==> config.mk <==
export PLATFORM = sky130hd
export DESIGN_NAME = sorted_value_table
export DESIGN_NICKNAME = d
export VERILOG_FILES = /design/src/rtl/core/svt_pkg.sv /design/src/rtl/core/svt_mem.sv /design/src/rtl/core/svt_ctrl.sv /design/src/rtl/core/sorted_value_table.sv
export SDC_FILE = /design/constraint.sdc
export NUM_CORES = 1
export LEC_CHECK = 0
export BUFFER_PORTS_ARGS = -buffer_cell sky130_fd_sc_hd__buf_2
export CORE_ASPECT_RATIO = 0.75
export CORE_MARGIN = 5
export CORE_UTILIZATION = 65
export DETAILED_ROUTE_END_ITERATION = 16
export HOLD_SLACK_MARGIN = 0.06
export PLACE_DENSITY = 0.83
export SKIP_CTS_REPAIR_TIMING = 1
export SKIP_LAST_GASP = 1
export SLEW_MARGIN = 20
export SYNTH_ARGS = -nofsm -noshare
export SYNTH_HDL_FRONTEND = slang
export SYNTH_SLANG_ARGS = --single-unit
==> constraint.sdc <==
create_clock -name clk -period 10.5 [get_ports clk]
set_clock_uncertainty 0.2 [all_clocks]
set_input_delay 1.575 -clock clk [delete_from_list [all_inputs] [get_ports clk]]
set_output_delay 1.575 -clock clk [all_outputs]
set_load 0.02 [all_outputs]
==> src/rtl/core/svt_pkg.sv <==
`default_nettype none
// ----------------------------------------------------------------------------
// svt_pkg
// Shared types and codes for the sorted value table.
// ----------------------------------------------------------------------------
package svt_pkg;

    localparam int TYPE_W   = 2;
    localparam int VALUE_W  = 32;
    localparam int INDEX_W  = 4;
    localparam int STATUS_W = 2;
    localparam int COUNT_W  = 5;

    typedef logic [TYPE_W-1:0]          req_type_t;
    typedef logic signed [VALUE_W-1:0]  value_t;
    typedef logic [INDEX_W-1:0]         index_t;
    typedef logic [STATUS_W-1:0]        status_t;
    typedef logic [COUNT_W-1:0]         count_out_t;

    localparam req_type_t REQ_INSERT = 2'd0;
    localparam req_type_t REQ_DELETE = 2'd1;
    localparam req_type_t REQ_READ   = 2'd2;

    localparam status_t ST_OK        = 2'd0;
    localparam status_t ST_FULL      = 2'd1;
    localparam status_t ST_NOT_FOUND = 2'd2;
    localparam status_t ST_RANGE     = 2'd3;

endpackage : svt_pkg
`default_nettype wire

==> src/rtl/core/svt_mem.sv <==
`default_nettype none
// ----------------------------------------------------------------------------
// svt_mem
// Entry storage: one write port, one read port, registered read data.
// ----------------------------------------------------------------------------
module svt_mem #(
    parameter int DEPTH = 16,
    parameter int AW    = 4
) (
    input  wire logic            clk,
    input  wire logic            we,
    input  wire logic [AW-1:0]   waddr,
    input  wire svt_pkg::value_t wdata,
    input  wire logic            re,
    input  wire logic [AW-1:0]   raddr,
    output svt_pkg::value_t      rdata
);
    import svt_pkg::*;

    value_t mem_array [DEPTH];
    value_t rdata_reg;

    always_ff @(posedge clk)
    begin
        if (we)
        begin
            mem_array[waddr] <= wdata;
        end
    end

    always_ff @(posedge clk)
    begin
        if (re)
        begin
            rdata_reg <= mem_array[raddr];
        end
    end

    assign rdata = rdata_reg;

endmodule : svt_mem
`default_nettype wire

==> src/rtl/core/svt_ctrl.sv <==
`default_nettype none
// ----------------------------------------------------------------------------
// svt_ctrl
// Request sequencer: scans the entry memory, shifts entries for insert and
// delete, and produces one result word per request.
// ----------------------------------------------------------------------------
module svt_ctrl #(
    parameter int CAPACITY = 16,
    parameter int AW       = 4,
    parameter int CW       = 5
) (
    input  wire logic                clk,
    input  wire logic                rst_n,
    input  wire logic                start,
    output logic                     busy,
    input  wire svt_pkg::req_type_t  req_type,
    input  wire svt_pkg::value_t     value,
    input  wire svt_pkg::index_t     index,
    output logic                     done,
    output svt_pkg::status_t         status,
    output svt_pkg::value_t          read_value,
    output svt_pkg::count_out_t      entry_count,
    output logic                     mem_we,
    output logic [AW-1:0]            mem_waddr,
    output svt_pkg::value_t          mem_wdata,
    output logic                     mem_re,
    output logic [AW-1:0]            mem_raddr,
    input  wire svt_pkg::value_t     mem_rdata
);
    import svt_pkg::*;

    localparam int XW = (CW > INDEX_W) ? CW : INDEX_W;

    typedef enum logic [4:0] {
        S_IDLE = 5'b00001,
        S_INS  = 5'b00010,
        S_INS0 = 5'b00100,
        S_DEL  = 5'b01000,
        S_RD   = 5'b10000
    } state_t;

    state_t          state_reg, state_next;
    logic [CW-1:0]   count_reg, count_next;
    logic [CW-1:0]   ptr_reg, ptr_next;
    value_t          val_reg, val_next;
    logic            found_reg, found_next;
    status_t         status_reg, status_next;
    value_t          rdval_reg, rdval_next;
    logic            done_reg, done_next;

    logic [CW-1:0]   ptr_m1, ptr_m2, ptr_p1, count_m1;
    logic [XW-1:0]   idx_x;
    logic            match;

    assign ptr_m1   = ptr_reg - CW'(1);
    assign ptr_m2   = ptr_reg - CW'(2);
    assign ptr_p1   = ptr_reg + CW'(1);
    assign count_m1 = count_reg - CW'(1);
    assign idx_x    = XW'(index);
    assign match    = (mem_rdata == val_reg);

    always_comb
    begin
        state_next  = state_reg;
        count_next  = count_reg;
        ptr_next    = ptr_reg;
        val_next    = val_reg;
        found_next  = found_reg;
        status_next = status_reg;
        rdval_next  = rdval_reg;
        done_next   = 1'b0;
        mem_we      = 1'b0;
        mem_waddr   = '0;
        mem_wdata   = val_reg;
        mem_re      = 1'b0;
        mem_raddr   = '0;

        case (state_reg)
            S_IDLE:
            begin
                if (start)
                begin
                    val_next    = value;
                    status_next = ST_OK;
                    rdval_next  = '0;
                    case (req_type)
                        REQ_INSERT:
                        begin
                            if (count_reg == CW'(CAPACITY))
                            begin
                                status_next = ST_FULL;
                                done_next   = 1'b1;
                            end
                            else if (count_reg == '0)
                            begin
                                mem_we     = 1'b1;
                                mem_waddr  = '0;
                                mem_wdata  = value;
                                count_next = count_reg + CW'(1);
                                done_next  = 1'b1;
                            end
                            else
                            begin
                                mem_re     = 1'b1;
                                mem_raddr  = count_m1[AW-1:0];
                                ptr_next   = count_reg;
                                state_next = S_INS;
                            end
                        end
                        REQ_DELETE:
                        begin
                            if (count_reg == '0)
                            begin
                                status_next = ST_NOT_FOUND;
                                done_next   = 1'b1;
                            end
                            else
                            begin
                                mem_re     = 1'b1;
                                mem_raddr  = '0;
                                ptr_next   = '0;
                                found_next = 1'b0;
                                state_next = S_DEL;
                            end
                        end
                        REQ_READ:
                        begin
                            if (idx_x < XW'(count_reg))
                            begin
                                mem_re     = 1'b1;
                                mem_raddr  = idx_x[AW-1:0];
                                state_next = S_RD;
                            end
                            else
                            begin
                                status_next = ST_RANGE;
                                done_next   = 1'b1;
                            end
                        end
                        default:
                        begin
                            done_next = 1'b1;
                        end
                    endcase
                end
            end
            S_INS:
            begin
                // mem_rdata holds entry[ptr-1]
                if (mem_rdata >= val_reg)
                begin
                    mem_we    = 1'b1;
                    mem_waddr = ptr_reg[AW-1:0];
                    mem_wdata = mem_rdata;
                    ptr_next  = ptr_m1;
                    if (ptr_reg == CW'(1))
                    begin
                        state_next = S_INS0;
                    end
                    else
                    begin
                        mem_re    = 1'b1;
                        mem_raddr = ptr_m2[AW-1:0];
                    end
                end
                else
                begin
                    mem_we     = 1'b1;
                    mem_waddr  = ptr_reg[AW-1:0];
                    mem_wdata  = val_reg;
                    count_next = count_reg + CW'(1);
                    done_next  = 1'b1;
                    state_next = S_IDLE;
                end
            end
            S_INS0:
            begin
                mem_we     = 1'b1;
                mem_waddr  = '0;
                mem_wdata  = val_reg;
                count_next = count_reg + CW'(1);
                done_next  = 1'b1;
                state_next = S_IDLE;
            end
            S_DEL:
            begin
                // mem_rdata holds entry[ptr]; after a hit, shift down by one
                if (found_reg)
                begin
                    mem_we    = 1'b1;
                    mem_waddr = ptr_m1[AW-1:0];
                    mem_wdata = mem_rdata;
                end
                found_next = found_reg | match;
                if (ptr_reg == count_m1)
                begin
                    done_next  = 1'b1;
                    state_next = S_IDLE;
                    if (found_reg | match)
                    begin
                        count_next = count_m1;
                    end
                    else
                    begin
                        status_next = ST_NOT_FOUND;
                    end
                end
                else
                begin
                    mem_re    = 1'b1;
                    mem_raddr = ptr_p1[AW-1:0];
                    ptr_next  = ptr_p1;
                end
            end
            S_RD:
            begin
                rdval_next = mem_rdata;
                done_next  = 1'b1;
                state_next = S_IDLE;
            end
            default:
            begin
                state_next = S_IDLE;
            end
        endcase
    end

    always_ff @(posedge clk or negedge rst_n)
    begin
        if (!rst_n)
        begin
            state_reg <= S_IDLE;
            count_reg <= '0;
            done_reg  <= 1'b0;
        end
        else
        begin
            state_reg <= state_next;
            count_reg <= count_next;
            done_reg  <= done_next;
        end
    end

    always_ff @(posedge clk)
    begin
        ptr_reg    <= ptr_next;
        val_reg    <= val_next;
        found_reg  <= found_next;
        status_reg <= status_next;
        rdval_reg  <= rdval_next;
    end

    assign busy        = (state_reg != S_IDLE);
    assign done        = done_reg;
    assign status      = status_reg;
    assign read_value  = rdval_reg;
    assign entry_count = COUNT_W'(count_reg);

endmodule : svt_ctrl
`default_nettype wire

==> src/rtl/core/sorted_value_table.sv <==
`default_nettype none
// ----------------------------------------------------------------------------
// sorted_value_table
// Bounded ascending multiset of signed 32-bit words with insert, delete and
// indexed read; entries live in a single-port-write, registered-read memory.
// Scans run one entry per cycle: insert walks down from the top, moving up
//   entries not below the value; delete walks all entries. Read does one
//   registered read; insert into an empty table and rejections need no scan.
// Throughput: one request in flight; the next word is accepted in the cycle
//   of the done strobe. Results: receiver cannot stall.
// Reset: asynchronous rst_n clears the count and control; entries need none.
// ----------------------------------------------------------------------------
module sorted_value_table #(
    parameter int CAPACITY = 16
) (
    input  wire logic               clk,
    input  wire logic               rst_n,
    input  wire logic               start,
    output logic                    busy,
    input  wire svt_pkg::req_type_t req_type,
    input  wire svt_pkg::value_t    value,
    input  wire svt_pkg::index_t    index,
    output logic                    done,
    output svt_pkg::status_t        status,
    output svt_pkg::value_t         read_value,
    output svt_pkg::count_out_t     entry_count
);
    import svt_pkg::*;

    localparam int AW = (CAPACITY > 1) ? $clog2(CAPACITY) : 1;
    localparam int CW = $clog2(CAPACITY + 1);

    logic            mem_we;
    logic [AW-1:0]   mem_waddr;
    value_t          mem_wdata;
    logic            mem_re;
    logic [AW-1:0]   mem_raddr;
    value_t          mem_rdata;

    svt_ctrl #(
        .CAPACITY (CAPACITY),
        .AW       (AW),
        .CW       (CW)
    ) u_ctrl (
        .clk         (clk),
        .rst_n       (rst_n),
        .start       (start),
        .busy        (busy),
        .req_type    (req_type),
        .value       (value),
        .index       (index),
        .done        (done),
        .status      (status),
        .read_value  (read_value),
        .entry_count (entry_count),
        .mem_we      (mem_we),
        .mem_waddr   (mem_waddr),
        .mem_wdata   (mem_wdata),
        .mem_re      (mem_re),
        .mem_raddr   (mem_raddr),
        .mem_rdata   (mem_rdata)
    );

    svt_mem #(
        .DEPTH (CAPACITY),
        .AW    (AW)
    ) u_mem (
        .clk   (clk),
        .we    (mem_we),
        .waddr (mem_waddr),
        .wdata (mem_wdata),
        .re    (mem_re),
        .raddr (mem_raddr),
        .rdata (mem_rdata)
    );

endmodule : sorted_value_table
`default_nettype wire

# == Word-level counts from Yosys, hierarchy flattened ==
# Memory sizes are Yosys's and may differ from the RTL's. A register that Yosys moved wholly into a read port is not among the register bits.
# Index checks and enable logic that the tools add are counted.
# totals
reg_bits,83
mem_bits_rw,512
output_inout_bits,41
elab_cells,145
memories,1
# op_classes
addsub,5
order_cmp,2
eq_ne,31
mux,82
bitwise,1
reduce_logical,15
# memory_table
name,depth,width,rd,rd_clocked_by_memory_dff,write_ports,line_no,text
u_mem.mem_array,16,32,1,1,1,svt_mem.sv:20,value_t mem_array [DEPTH];
# op_table
operator,count
two-way mux 32 bit,7
two-way mux 5 bit,21
one-hot mux 32 bit (3 select lines),1
one-hot mux 32 bit (2 select lines),1
one-hot mux 5 bit (3 select lines),3
== test 32 bit,1
>= comparator 32 bit,1
two-way mux 4 bit,8
AND reduction 8 bit,3
two-way mux 1 bit,23
one-hot mux 5 bit (4 select lines),1
"inequality test 2 bit, second input constant",8
one-hot mux 4 bit (2 select lines),2
"inequality test 3 bit, second input constant",5
one-hot mux 1 bit (3 select lines),4
one-hot mux 4 bit (3 select lines),1
"adder 5 x 1 -> 5 bit, second input constant",2
"== test 5 x 1 -> 1 bit, second input constant",2
"== test 5 bit, second input constant",2
two-way mux 2 bit,5
one-hot mux 5 bit (2 select lines),1
"subtractor 5 x 1 -> 5 bit, second input constant",2
"inequality test 2 x 1 -> 1 bit, second input constant",4
AND reduction 4 bit,2
23 further kinds,26

# == Logic depth before layout (Yosys ltp) ==
# Gate-level depths: netlist of run 1.
# depth
ltp_word,8
ltp_mapped,15
mapped_depth_nobuf,11

# == Modules after synthesis ==
# A second synthesis of run 1 with hierarchy kept.
# unflattened
cells_unflattened,1396
hier_area_um2,25861.1
# modules_own_cells
mod,n_inst,cells_per_inst,area_each_um2,seq_area_each_um2
svt_mem,1,838,20155.6,16335.7
svt_ctrl,1,558,5705.5,2438.6

# == Worst setup path after synthesis of run 1 ==
# OpenSTA, ideal clock, no wires.
# synth_path
path_type,input -> register
start,input req_type[0]
end,"memory u_mem.mem_array[6][0] in the netlist's numbering, enable pin"
t_arrival_ns,4.111
t_required_ns,9.879
setup_slack_ns,5.768
path_stages,9
n_path_buf,1
path_cell_list,inv_1 ha_1 clkbuf_1 nand3_1 nor2_1 nor2_1 nor2_1 nand2_1 nor2_1
# synth_via
elab_chain_len,6
# synth_lines
element,line_no,text
"start, declared",sorted_value_table.sv:20,"input wire svt_pkg::req_type_t req_type,"
logical NOT 2 bit,svt_ctrl.sv:86,case (req_type)
two-way mux 1 bit,svt_ctrl.sv:86,
two-way mux 1 bit,svt_ctrl.sv:81,if (start)
one-hot mux 1 bit (3 select lines),svt_ctrl.sv:78,case (state_reg)
two-way mux 1 bit,svt_mem.sv:25,if (we)
two-way mux 1 bit (implied by the code),svt_mem.sv:27,mem_array[waddr] <= wdata;
"end, declared",svt_mem.sv:20,
# No other way between the ends.

# == Final worst setup path of run 1 ==
# layout_path
start,register u_mem.rdata_reg[17] (netlist: u_mem.rdata[17]) (read register of u_mem.mem_array)
end,register u_mem.rdata_reg[0] (netlist: u_mem.rdata[0]) (read register of u_mem.mem_array) (data pin)
# layout_via
elab_chain_len,3
word_cells_on_any_way,5
# layout_lines
element,line_no,text
"start, declared",svt_mem.sv:21,value_t rdata_reg;
>= comparator 32 bit *,svt_ctrl.sv:150,if (mem_rdata >= val_reg)
two-way mux 4 bit / two-way mux 1 bit (equally long branches),svt_ctrl.sv:150,
one-hot mux 4 bit (3 select lines) / one-hot mux 1 bit (3 select lines) (equally long branches),svt_ctrl.sv:78,
# Mark *: on every way between the ends. The rest lies on a longest branch, timed or not.
# A chain may end at the register's enable or synchronous reset.

==> impl_metrics.py, run 1 <==
metrics = {
    "run_status": {
        "status": "finished, final reports clean",
    },
    "detailed_routing": {
        "ant_nets": 0,
        "first_pass_iters": 5,
        "detail_route.wl_per_cell_um": 28.2,
        "drtIter0Drc": 2517,
        "avgViaCountPerCell": 6.89,
        "vias": 16600,
        "drc_errors": 0,
        "routed_wl_um": 67800,
    },
    "critical_path": {
        "cp.required_ns": 10.64,
        "path_max_fanout": 66,
        "criticalPathCategory": "reg2reg",
        "cp-end-kind": "register",
        "start_kind": "register",
        "crit_arrival_ns": 6.65,
    },
    "finish": {
        "drive_above_1_share_pct": 14.5,
        "multi_input_area_sq_um": 7100,
        "largest_register_ffs": 512,
        "regMostFlops": "u_mem.mem_array",
        "nNetsFinal": 1918,
        "final_cells": 2402,
        "regArea_sq_um": 18800,
        "syn_to_final_growth_pct": 11.1,
        "num-fill-cells": 2419,
        "diodes": 0,
        "final_core_util_pct": 72.4,
    },
    "power": {
        "powerDensity_nw_per_um2": 250,
        "switching_power_w": 0.00229,
        "internal-power_w": 0.00506,
        "finalPower_w": 0.00734,
        "power_frac_comb_pct": 24.2,
        "peakVddDrop_uv": 167,
        "leakage_nw": 11.1,
        "p_seq_share_pct": 47.8,
        "power_switching_share_pct": 31.1,
        "clkPwrFrac_pct": 28.0,
    },
    "placement": {
        "placedCellCount": 2298,
        "io_buffers": 81,
        "place_congestion": 0.884,
        "pre_cts_slack_ns": 3.94,
        "dpl.hpwl_um": 37000,
    },
    "clock_tree": {
        "numCtsBuffers": 55,
        "cts_tree": "done",
        "cts_buffer_depth": 3,
        "ctsHtreeMaxLevel": 2,
        "cts-root-buf": "clkbuf_16",
        "cts.reportedPaths.clkPinSlew_ns": 0.07,
        "clock_latency_ns": 0.60,
        "clock-sinks": 627,
    },
    "logic_synthesis": {
        "synth_nets": 1843,
        "ys_types": 72,
        "synthCells": 1754,
        "yosysWarnings": 0,
        "async_reset_ff_share_pct": 1.75,
        "ys_ff_latch": 627,
        "synth_edf_count": 616,
        "avgSynthCellArea_sq_um": 15.1,
        "synth-seq-area-share_pct": 71.0,
        "synth_area_sq_um": 26400,
        "synth_ff_type": "edfxtp_1",
    },
    "global_route": {
        "grt_pass1_wl_um": 99900,
        "grt_usage_pct": 29.7,
        "grt_pass1_vias": 16200,
        "grt_overflow_total": 0,
        "grt_max_degree": 85,
        "antenna_found_initial": 1,
    },
    "timing": {
        "fin_setup_tns_ns": 0,
        "grt_setup_unrepaired": "no",
        "finalHoldViolations": 0,
        "slew_headroom_pct": 22.8,
        "setup_viol": 0,
        "period_share_pct": 62.0,
        "worst_pin_slew_ns": 1.16,
        "slew_viol_final": 0,
        "fin_ws_ns": 3.99,
        "fmax_ghz": 0.154,
        "finalCriticalPeriod_ns": 6.51,
    },
    "floorplan": {
        "start_util_pct": 65.2,
        "pin_count": 82,
        "rows": 64,
        "die_w_um": 243,
        "die_area_sq_um": 44800,
        "chipHeight_um": 185,
        "coreArea_sq_um": 40500,
    },
    "run": {
        "max_cap_violations": 0,
    },
    "min_path": {
        "hp-class": "reg2reg",
    },
}
[metal layers]
metal / vias up / share of wire, % / track usage [%]
met2: 1140 / 46 / 46.3
met3: 183 / 12 / 5.84
met1: 8216 / 38 / 43.1
met5: - / 0.019 / 0
li1: 7013 / - / -
met4: 2 / 3.5 / 10.1
[Yosys cell counts (all sizes together) (2+ instances only)]
cell type,instances,share of area [%]
nor3,8,0.17
and3,66,1.6
o22ai,67,1.6
nand2b,4,0.095
a211o,38,1.3
xnor2,7,0.23
and4,2,0.066
o221ai,3,0.099
nand3b,2,0.057
a311oi,32,1.1
a211oi,67,2.5
a221oi,5,0.19
edfxtp,616,70
inv,73,1.0
a22oi,3,0.085
buf,38,1.0
nor4,3,0.13
and2,35,0.83
xor2,9,0.30
clkbuf,64,0.91
nand2,187,2.7
a21oi,29,0.55
o211ai,4,0.13
mux2i,142,5.4
nor4b,2,0.066
nor2b,3,0.071
nor2,42,0.60
dfrtp,10,0.95
ha,48,2.3
nand4,7,0.19
a222oi,19,0.72
o21ai,29,0.55
o21a,2,0.057
nor3b,4,0.15
a221o,15,0.57
a2bb2oi,2,0.066
nand3,12,0.23
a31oi,34,0.80
[cells by family after synthesis]
logic type	count (synthesis)	synth area share, %
buffers and inverters	175	2.98
multiplexers	142	5.39
AO/OA/AOI/OAI	363	10.7
flip-flops	627	71.0
XOR/XNOR	17	0.615
adder cells (fa/ha/maj)	48	2.27
AND/OR/NAND/NOR	382	7.02
[final cells by class]
cell class / instances / share of cell area (%)
Timing Repair Buffer: 120 / 2.49
Inverter: 73 / 0.933
Multi-Input combinational cell: 952 / 24.2
Clock inverter: 38 / 1.39
Tap cell: 528 / 2.25
Clock buffer: 64 / 4.80
Sequential cell: 627 / 64.0
[through the flow]
step	hold slack [ns]	cell area [sq um]
2_1_floorplan	0.357	26400
3_3_place_gp	0.380	27500
3_5_place_dp	0.388	27500
4_1_cts	0.409	29300
5_1_grt	0.434	29400
6_report	0.402	29400
[power by group through the flow]
| stage | registers, W | logic, W | clock network (W) |
|---|---|---|---|
| floorplan | 0.00355 | 0.00112 | 0 |
| global placement | 0.00355 | 0.00165 | 0 |
| detailed placement | 0.00355 | 0.00173 | 0 |
| CTS | 0.00350 | 0.00175 | 0.00207 |
| global route | 0.00352 | 0.00192 | 0.00217 |
| finish | 0.00351 | 0.00178 | 0.00206 |
[worst max-delay path: stages (launching register included)]
cell and delay [ns]:
edfxtp_1 0.44, ha_1 0.35, a21o_1 0.16, a221o_1 0.37
a221oi_2 0.54, mux2i_2 0.48, a211o_2 0.20, buf_4 0.56
and2_4 0.78, buf_4 0.67, buf_4 0.67, mux2i_1 0.31
o22ai_1 0.12, a211o_1 0.29
[final timing paths]
| kind | start | endpoint | slack, ns | cells past startpoint |
|---|---|---|---|---|
| max | u_mem.rdata[17]$_DFFE_PP_ | u_mem.rdata[0]$_DFFE_PP_ | 3.99 | 13 |
| min | u_mem.rdata[2]$_DFFE_PP_ | u_ctrl.read_value[2]$_SDFFCE_PN0P_ | 0.40 | 1 |
| max reg2reg | u_mem.rdata[17]$_DFFE_PP_ | u_mem.rdata[0]$_DFFE_PP_ | 3.99 | 13 |
| min reg2reg | u_mem.rdata[2]$_DFFE_PP_ | u_ctrl.read_value[2]$_SDFFCE_PN0P_ | 0.40 | 1 |
| max in group asynchronous | rst_n | u_ctrl.state_reg[0]$_DFFE_PN1P_ | 9.17 | 1 |
| min in group asynchronous | rst_n | u_ctrl.entry_count[3]$_DFFE_PN0P_ | 0.65 | 1 |
[layout by cell type, fill, tap and decap left out, drive strengths merged, types with 19 or more instances in the layout]
master  Yosys  final
a211o      38     38
a211oi     67     67
a21oi      29     29
a222oi     19     19
a311oi     32     32
a31oi      34     34
and2       35     35
and3       66     66
buf        38    120
clkbuf     64     64
clkinv      0     24
edfxtp    616    616
ha         48     48
inv        73     76
mux2i     142    142
nand2     187    187
nor2       42     42
o21ai      29     29
o22ai      67     67
No activity file was read; power rests on OpenSTA's default activity.
==> inputs of run 2 (changes only) <==
--- a/config.mk
+++ b/config.mk
@@ -8,10 +8,10 @@
 export BUFFER_PORTS_ARGS = -buffer_cell sky130_fd_sc_hd__buf_2
 export CORE_ASPECT_RATIO = 0.75
 export CORE_MARGIN = 5
-export CORE_UTILIZATION = 65
+export CORE_UTILIZATION = 62
 export DETAILED_ROUTE_END_ITERATION = 16
 export HOLD_SLACK_MARGIN = 0.06
-export PLACE_DENSITY = 0.83
+export PLACE_DENSITY = 0.79
 export SKIP_CTS_REPAIR_TIMING = 1
 export SKIP_LAST_GASP = 1
 export SLEW_MARGIN = 20
==> constraint.sdc (replaced) <==
create_clock -name clk -period 6.63 [get_ports clk]
set_clock_uncertainty 0.2 [all_clocks]
set_input_delay 0.9945 -clock clk [delete_from_list [all_inputs] [get_ports clk]]
set_output_delay 0.9945 -clock clk [all_outputs]
set_load 0.02 [all_outputs]
==> impl_metrics.py, run 2 (synthesis gave the netlist of run 1 again) <==
metrics = {
    "timing": {
        "finalHoldViolations": 0,
        "slew_headroom_pct": 19.7,
        "period_share_pct": 89.3,
        "fin_setup_tns_ns": 0,
        "finalCriticalPeriod_ns": 5.92,
        "slew_viol_final": 0,
        "setup_viol": 0,
        "worst_pin_slew_ns": 1.20,
        "grt_setup_unrepaired": "no",
        "fmax_ghz": 0.169,
        "holdWs_ns": 0.0705,
    },
    "critical_path": {
        "cp.required_ns": 6.78,
        "slowest_stage": "a2bb2oi_4",
        "r2r-start": "u_ctrl.entry_count[0]$_DFFE_PN0P_",
        "cpMostUsedCell": "buf_4",
        "crit_arrival_ns": 6.07,
        "criticalPathCategory": "reg2reg",
        "rr_endpoint": "u_mem.rdata[3]$_DFFE_PP_",
        "timing.critical_path.cells": "inv_1 > ha_1 > or3b_2 > xnor2_1 > nor3_2 > buf_4 > nor2_1 > a2bb2oi_4 > buf_4 > and2_4 > buf_4 > mux2i_1 > o22ai_1 > a211o_1",
        "reg2reg_slack_ns": 0.71,
        "start_kind": "register",
        "cp-end-kind": "register",
        "reg2regPathDepth": 14,
        "path_max_fanout": 48,
        "cpPeakStageDelay_ns": 0.86,
    },
    "detailed_routing": {
        "routed_wl_um": 69800,
        "first_pass_iters": 6,
        "avgViaCountPerCell": 6.76,
        "ant_nets": 0,
        "vias": 16600,
        "drtIter0Drc": 2513,
        "detail_route.wl_per_cell_um": 28.4,
        "drc_errors": 0,
    },
    "global_route": {
        "grt_overflow_total": 0,
        "grt_usage_pct": 28.9,
        "grt_pass1_wl_um": 102000,
        "antenna_found_initial": 2,
        "grt_pass1_vias": 16200,
        "grt_max_degree": 58,
    },
    "finish": {
        "syn_to_final_growth_pct": 11.6,
        "final_cell_mix": "edfxtp_1 (616), nand2_1 (184), mux2i_1 (141), buf_2 (81), inv_1 (72)",
        "multi_input_area_sq_um": 7090,
        "nNetsFinal": 1931,
        "largest_register_ffs": 512,
        "num-fill-cells": 2711,
        "layout_commonest_cell": "edfxtp_1",
        "drive_above_1_share_pct": 15.1,
        "regMostFlops": "u_mem.mem_array",
        "regArea_sq_um": 18800,
    },
    "clock_tree": {
        "ctsHtreeMaxLevel": 2,
        "cts_tree": "done",
        "cts.reportedPaths.clkPinSlew_ns": 0.07,
        "numCtsBuffers": 57,
        "cts-root-buf": "clkbuf_16",
        "cts_buffer_depth": 3,
        "clock-sinks": 627,
        "clock_latency_ns": 0.62,
    },
    "power": {
        "peakVddDrop_uv": 250,
        "powerDensity_nw_per_um2": 393,
        "leakage_nw": 11.1,
    },
    "floorplan": {
        "die_w_um": 248,
        "chipHeight_um": 189,
        "rows": 65,
        "pin_count": 82,
        "start_util_pct": 62.7,
        "die_area_sq_um": 46900,
        "coreArea_sq_um": 42100,
    },
    "min_path": {
        "hp-class": "in2async",
    },
    "run": {
        "max_cap_violations": 0,
    },
    "run_status": {
        "status": "finished, final reports clean",
    },
    "placement": {
        "place_congestion": 0.916,
        "dpl.hpwl_um": 39700,
        "io_buffers": 81,
    },
}
## run 2: cell count changes in the layout (fill, tap and decap cells not counted), moves of 2 or more
| cell | before | now |
|---|---|---|
| buf_12 | 1 | 5 |
| clkinv_2 | 7 | 15 |
| clkinv_1 | 16 | 11 |
| clkinv_8 | 0 | 3 |
| clkbuf_16 | 55 | 57 |
| bufinv_16 | 8 | 4 |
| clkinvlp_4 | 3 | 0 |
| buf_4 | 37 | 44 |
| clkbuf_1 | 9 | 14 |
## run 2: worst max-delay path, delay by kind of cell, from the launching register on
| kind | cells | cell delay [ns] |
|---|---|---|
| AO/OA/AOI/OAI | 3 | 1.22 |
| flip-flops | 1 | 0.49 |
| adder cells (fa/ha/maj) | 1 | 0.30 |
| buffers and inverters | 4 | 1.33 |
| XOR/XNOR | 1 | 0.16 |
| AND/OR/NAND/NOR | 4 | 1.55 |
| multiplexers | 1 | 0.32 |
## run 2: layer usage
layer  part of all wire [%]  vias up  track usage [%]
met4                    3.1        0             8.32
met5                      0        -                0
met3                     13      173             7.98
met1                     39     8218             40.8
li1                       -     7062                -
met2                     45     1176             45.1
## run 2: power breakdown
part	leakage, nW	switching, W	internal (W)
Clock	0.881	0.00143	0.00174
Combinational	4.49	0.00201	0.000853
Sequential	5.76	0.000221	0.00534
Total	11.1	0.00367	0.00793
## run 2: stage by stage
step | cells | area, sq um | setup slack, ns | total power, W | utilization [%]
finish | 2459 | 29500 | 0.710 | 0.0116 | 70.0
global route | 2459 | 29500 | 0.499 | 0.0120 | 70.0
CTS | 2457 | 29500 | 0.916 | 0.0116 | 70.0
detailed placement | 2351 | 27700 | 0.843 | 0.00840 | 65.7
global placement | 2350 | 27700 | 0.994 | 0.00830 | 65.7
floorplan | 1754 | 26400 | 2.37 | 0.00741 | -
## run 2: cell type report
class | count | area share [%]
tap | 569 | 2.41
antenna | 1 | 0.00848
timing repair buffer | 131 | 2.93
inverter | 73 | 0.929
multi-input combinational | 952 | 24.0
sequential | 627 | 63.6
clock inverter | 35 | 1.03
clock buffer | 71 | 5.01
## run 2: worst max path at each step
| stage | startpoint | endpoint | slack, ns |
|---|---|---|---|
| 2_1_floorplan | u_ctrl.entry_count[0]$_DFFE_PN0P_ | u_mem.mem_array[6][0]$_DFFE_PP_ | 2.37 |
| 3_3_place_gp | index[2] | u_mem.rdata[5]$_DFFE_PP_ | 0.99 |
| 3_5_place_dp | index[3] | u_mem.rdata[6]$_DFFE_PP_ | 0.84 |
| 4_1_cts | u_ctrl.entry_count[0]$_DFFE_PN0P_ | u_mem.rdata[3]$_DFFE_PP_ | 0.92 |
| 5_1_grt | u_ctrl.entry_count[0]$_DFFE_PN0P_ | u_mem.rdata[3]$_DFFE_PP_ | 0.50 |
| 6_report | u_ctrl.entry_count[0]$_DFFE_PN0P_ | u_mem.rdata[3]$_DFFE_PP_ | 0.71 |
==> inputs of run 3 (changes only) <==
--- a/config.mk
+++ b/config.mk
@@ -8,10 +8,11 @@
 export BUFFER_PORTS_ARGS = -buffer_cell sky130_fd_sc_hd__buf_2
 export CORE_ASPECT_RATIO = 0.75
 export CORE_MARGIN = 5
-export CORE_UTILIZATION = 62
+export CORE_UTILIZATION = 64
+export CTS_BUF_LIST = sky130_fd_sc_hd__clkbuf_4
 export DETAILED_ROUTE_END_ITERATION = 16
 export HOLD_SLACK_MARGIN = 0.06
-export PLACE_DENSITY = 0.79
+export PLACE_DENSITY = 0.82
 export SKIP_CTS_REPAIR_TIMING = 1
 export SKIP_LAST_GASP = 1
 export SLEW_MARGIN = 20
==> impl_metrics.py, run 3 (synthesis gave the netlist of run 1 again) <==
metrics = {
    "run_status": {
        "status": "finished, final reports clean",
    },
    "global_route": {
        "grt_pass1_vias": 16900,
        "grt_use_met3_pct": 9.16,
        "grt_pass1_wl_um": 103000,
        "antenna_found_initial": 1,
        "grt_overflow_total": 0,
        "use_met2_pct": 46.2,
        "grt_use_met1_pct": 43.2,
        "grt_usage_pct": 30.7,
        "grt_max_degree": 66,
        "gr-max-usage-layer": "met2",
    },
    "timing": {
        "fin_ws_ns": 1.05,
        "slew_viol_final": 0,
        "setup_viol": 0,
        "fin_setup_tns_ns": 0,
        "slew_headroom_pct": 22.4,
        "finalCriticalPeriod_ns": 5.58,
        "holdWs_ns": 0.119,
        "worst_pin_slew_ns": 1.16,
        "grt_setup_unrepaired": "no",
        "finalHoldViolations": 0,
        "fmax_ghz": 0.179,
        "period_share_pct": 84.1,
    },
    "detailed_routing": {
        "first_pass_iters": 8,
        "detail_route.wl_per_cell_um": 27.3,
        "drtIter0Drc": 2617,
        "routed_wl_um": 69900,
        "vias": 17300,
        "avgViaCountPerCell": 6.75,
        "ant_nets": 0,
        "drc_errors": 0,
    },
    "critical_path": {
        "rr_endpoint": "u_mem.rdata[28]$_DFFE_PP_",
        "criticalPathCategory": "reg2reg",
        "r2r-start": "u_mem.rdata[19]$_DFFE_PP_",
        "reg2reg_slack_ns": 1.05,
        "cp-end-kind": "register",
        "crit_start": "u_mem.rdata[19]$_DFFE_PP_",
        "endpoint": "u_mem.rdata[28]$_DFFE_PP_",
        "start_kind": "register",
        "timing.critical_path.cells": "ha_1 > and2_0 > a221o_1 > a221oi_2 > mux2i_2 > a211o_2 > and2_4 > buf_4 > mux2i_1 > o22ai_1 > a211o_1",
        "reg2regPathDepth": 11,
        "crit_arrival_ns": 5.97,
        "cpPeakStageDelay_ns": 0.99,
        "path_max_fanout": 60,
        "slowest_stage": "and2_4",
        "cp.required_ns": 7.02,
    },
    "finish": {
        "largest_register_ffs": 512,
        "final_cells": 2556,
        "postLayoutCellArea_sq_um": 29500,
        "final_cell_mix": "edfxtp_1 (616), clkbuf_4 (215), nand2_1 (184), mux2i_1 (141), buf_2 (81)",
        "regMostFlops": "u_mem.mem_array",
        "syn_to_final_growth_pct": 11.6,
        "drive_above_1_share_pct": 21.3,
        "nNetsFinal": 2023,
        "layout_commonest_cell": "edfxtp_1",
    },
    "power": {
        "switching_power_w": 0.00372,
        "p_seq_share_pct": 48.3,
        "power_switching_share_pct": 32.3,
        "peakVddDrop_uv": 254,
        "powerDensity_nw_per_um2": 390,
        "power_frac_comb_pct": 25.0,
        "internal-power_w": 0.00779,
        "clkPwrFrac_pct": 26.7,
        "leakage_nw": 11.3,
    },
    "floorplan": {
        "coreArea_sq_um": 40800,
        "die_w_um": 245,
        "die_area_sq_um": 45500,
        "pin_count": 82,
        "chipHeight_um": 186,
        "start_util_pct": 64.7,
        "rows": 64,
    },
    "clock_tree": {
        "cts_tree": "done",
        "cts.reportedPaths.clkPinSlew_ns": 0.07,
        "ctsHtreeMaxLevel": 4,
        "clock-sinks": 627,
        "cts-root-buf": "clkbuf_4",
        "clock_latency_ns": 0.87,
        "cts_buffer_depth": 3,
        "numCtsBuffers": 146,
    },
    "run": {
        "max_cap_violations": 0,
    },
    "min_path": {
        "hp-class": "in2reg",
        "holdPathStages": 1,
    },
    "placement": {
        "post_dp_cell_area_sq_um": 27600,
        "place_congestion": 0.891,
        "pre_cts_slack_ns": 1.21,
        "placedCellCount": 2311,
        "dpl.hpwl_um": 40400,
        "io_buffers": 81,
    },
}
==> run 3: layer usage <==
metal	wire [um]	share of wire, %
met2	31600	45
met3	9510	14
met4	2260	3.2
met1	26500	38
met5	0	0
==> run 3: worst min-delay path by stage <==
stage | startpoint | end | slack, ns
2_1_floorplan | u_mem.rdata[11]$_DFFE_PP_ | u_ctrl.read_value[11]$_SDFFCE_PN0P_ | 0.36
3_3_place_gp | u_mem.rdata[6]$_DFFE_PP_ | u_ctrl.read_value[6]$_SDFFCE_PN0P_ | 0.39
3_5_place_dp | u_mem.rdata[6]$_DFFE_PP_ | u_ctrl.read_value[6]$_SDFFCE_PN0P_ | 0.39
4_1_cts | rst_n | u_ctrl.entry_count[2]$_DFFE_PN0P_ | -0.24
5_1_grt | value[25] | u_ctrl.val_reg[25]$_DFFE_PP_ | 0.06
6_report | value[27] | u_ctrl.val_reg[27]$_DFFE_PP_ | 0.12
==> run 3: area by class of cell <==
| type | count | area (sq um) |
|---|---|---|
| timing repair buffer | 134 | 873 |
| clock buffer | 215 | 1610 |
| antenna | 1 | 2.50 |
| tap | 528 | 661 |
| sequential | 627 | 18800 |
| multi-input combinational | 952 | 7100 |
| fill | 2504 | 11300 |
| clock inverter | 26 | 209 |
| inverter | 73 | 274 |
==> run 3: power by group through the flow <==
stage	registers (W)	logic (W)	clock network, W
global route	0.00558	0.00308	0.00332
detailed placement	0.00563	0.00280	0
global placement	0.00562	0.00268	0
CTS	0.00555	0.00281	0.00311
floorplan	0.00563	0.00178	0
finish	0.00556	0.00288	0.00307
==> run 3: critical path: cells and delay by family (launching register included) <==
family / cells / cell delay, ns
AOI/OAI and AO/OA: 5 / 1.99
muxes: 2 / 0.70
buffers and inverters: 1 / 0.43
adders and majority gates: 1 / 0.34
DFF: 1 / 0.45
and+or+nand+nor: 2 / 1.16
==> run 3: through the flow <==
step	utilization, %	power, W
after floorplan	-	0.00741
after global placement	67.7	0.00829
after detailed placement	67.7	0.00843
after CTS	72.1	0.0115
after global routing	72.2	0.0120
final	72.2	0.0115
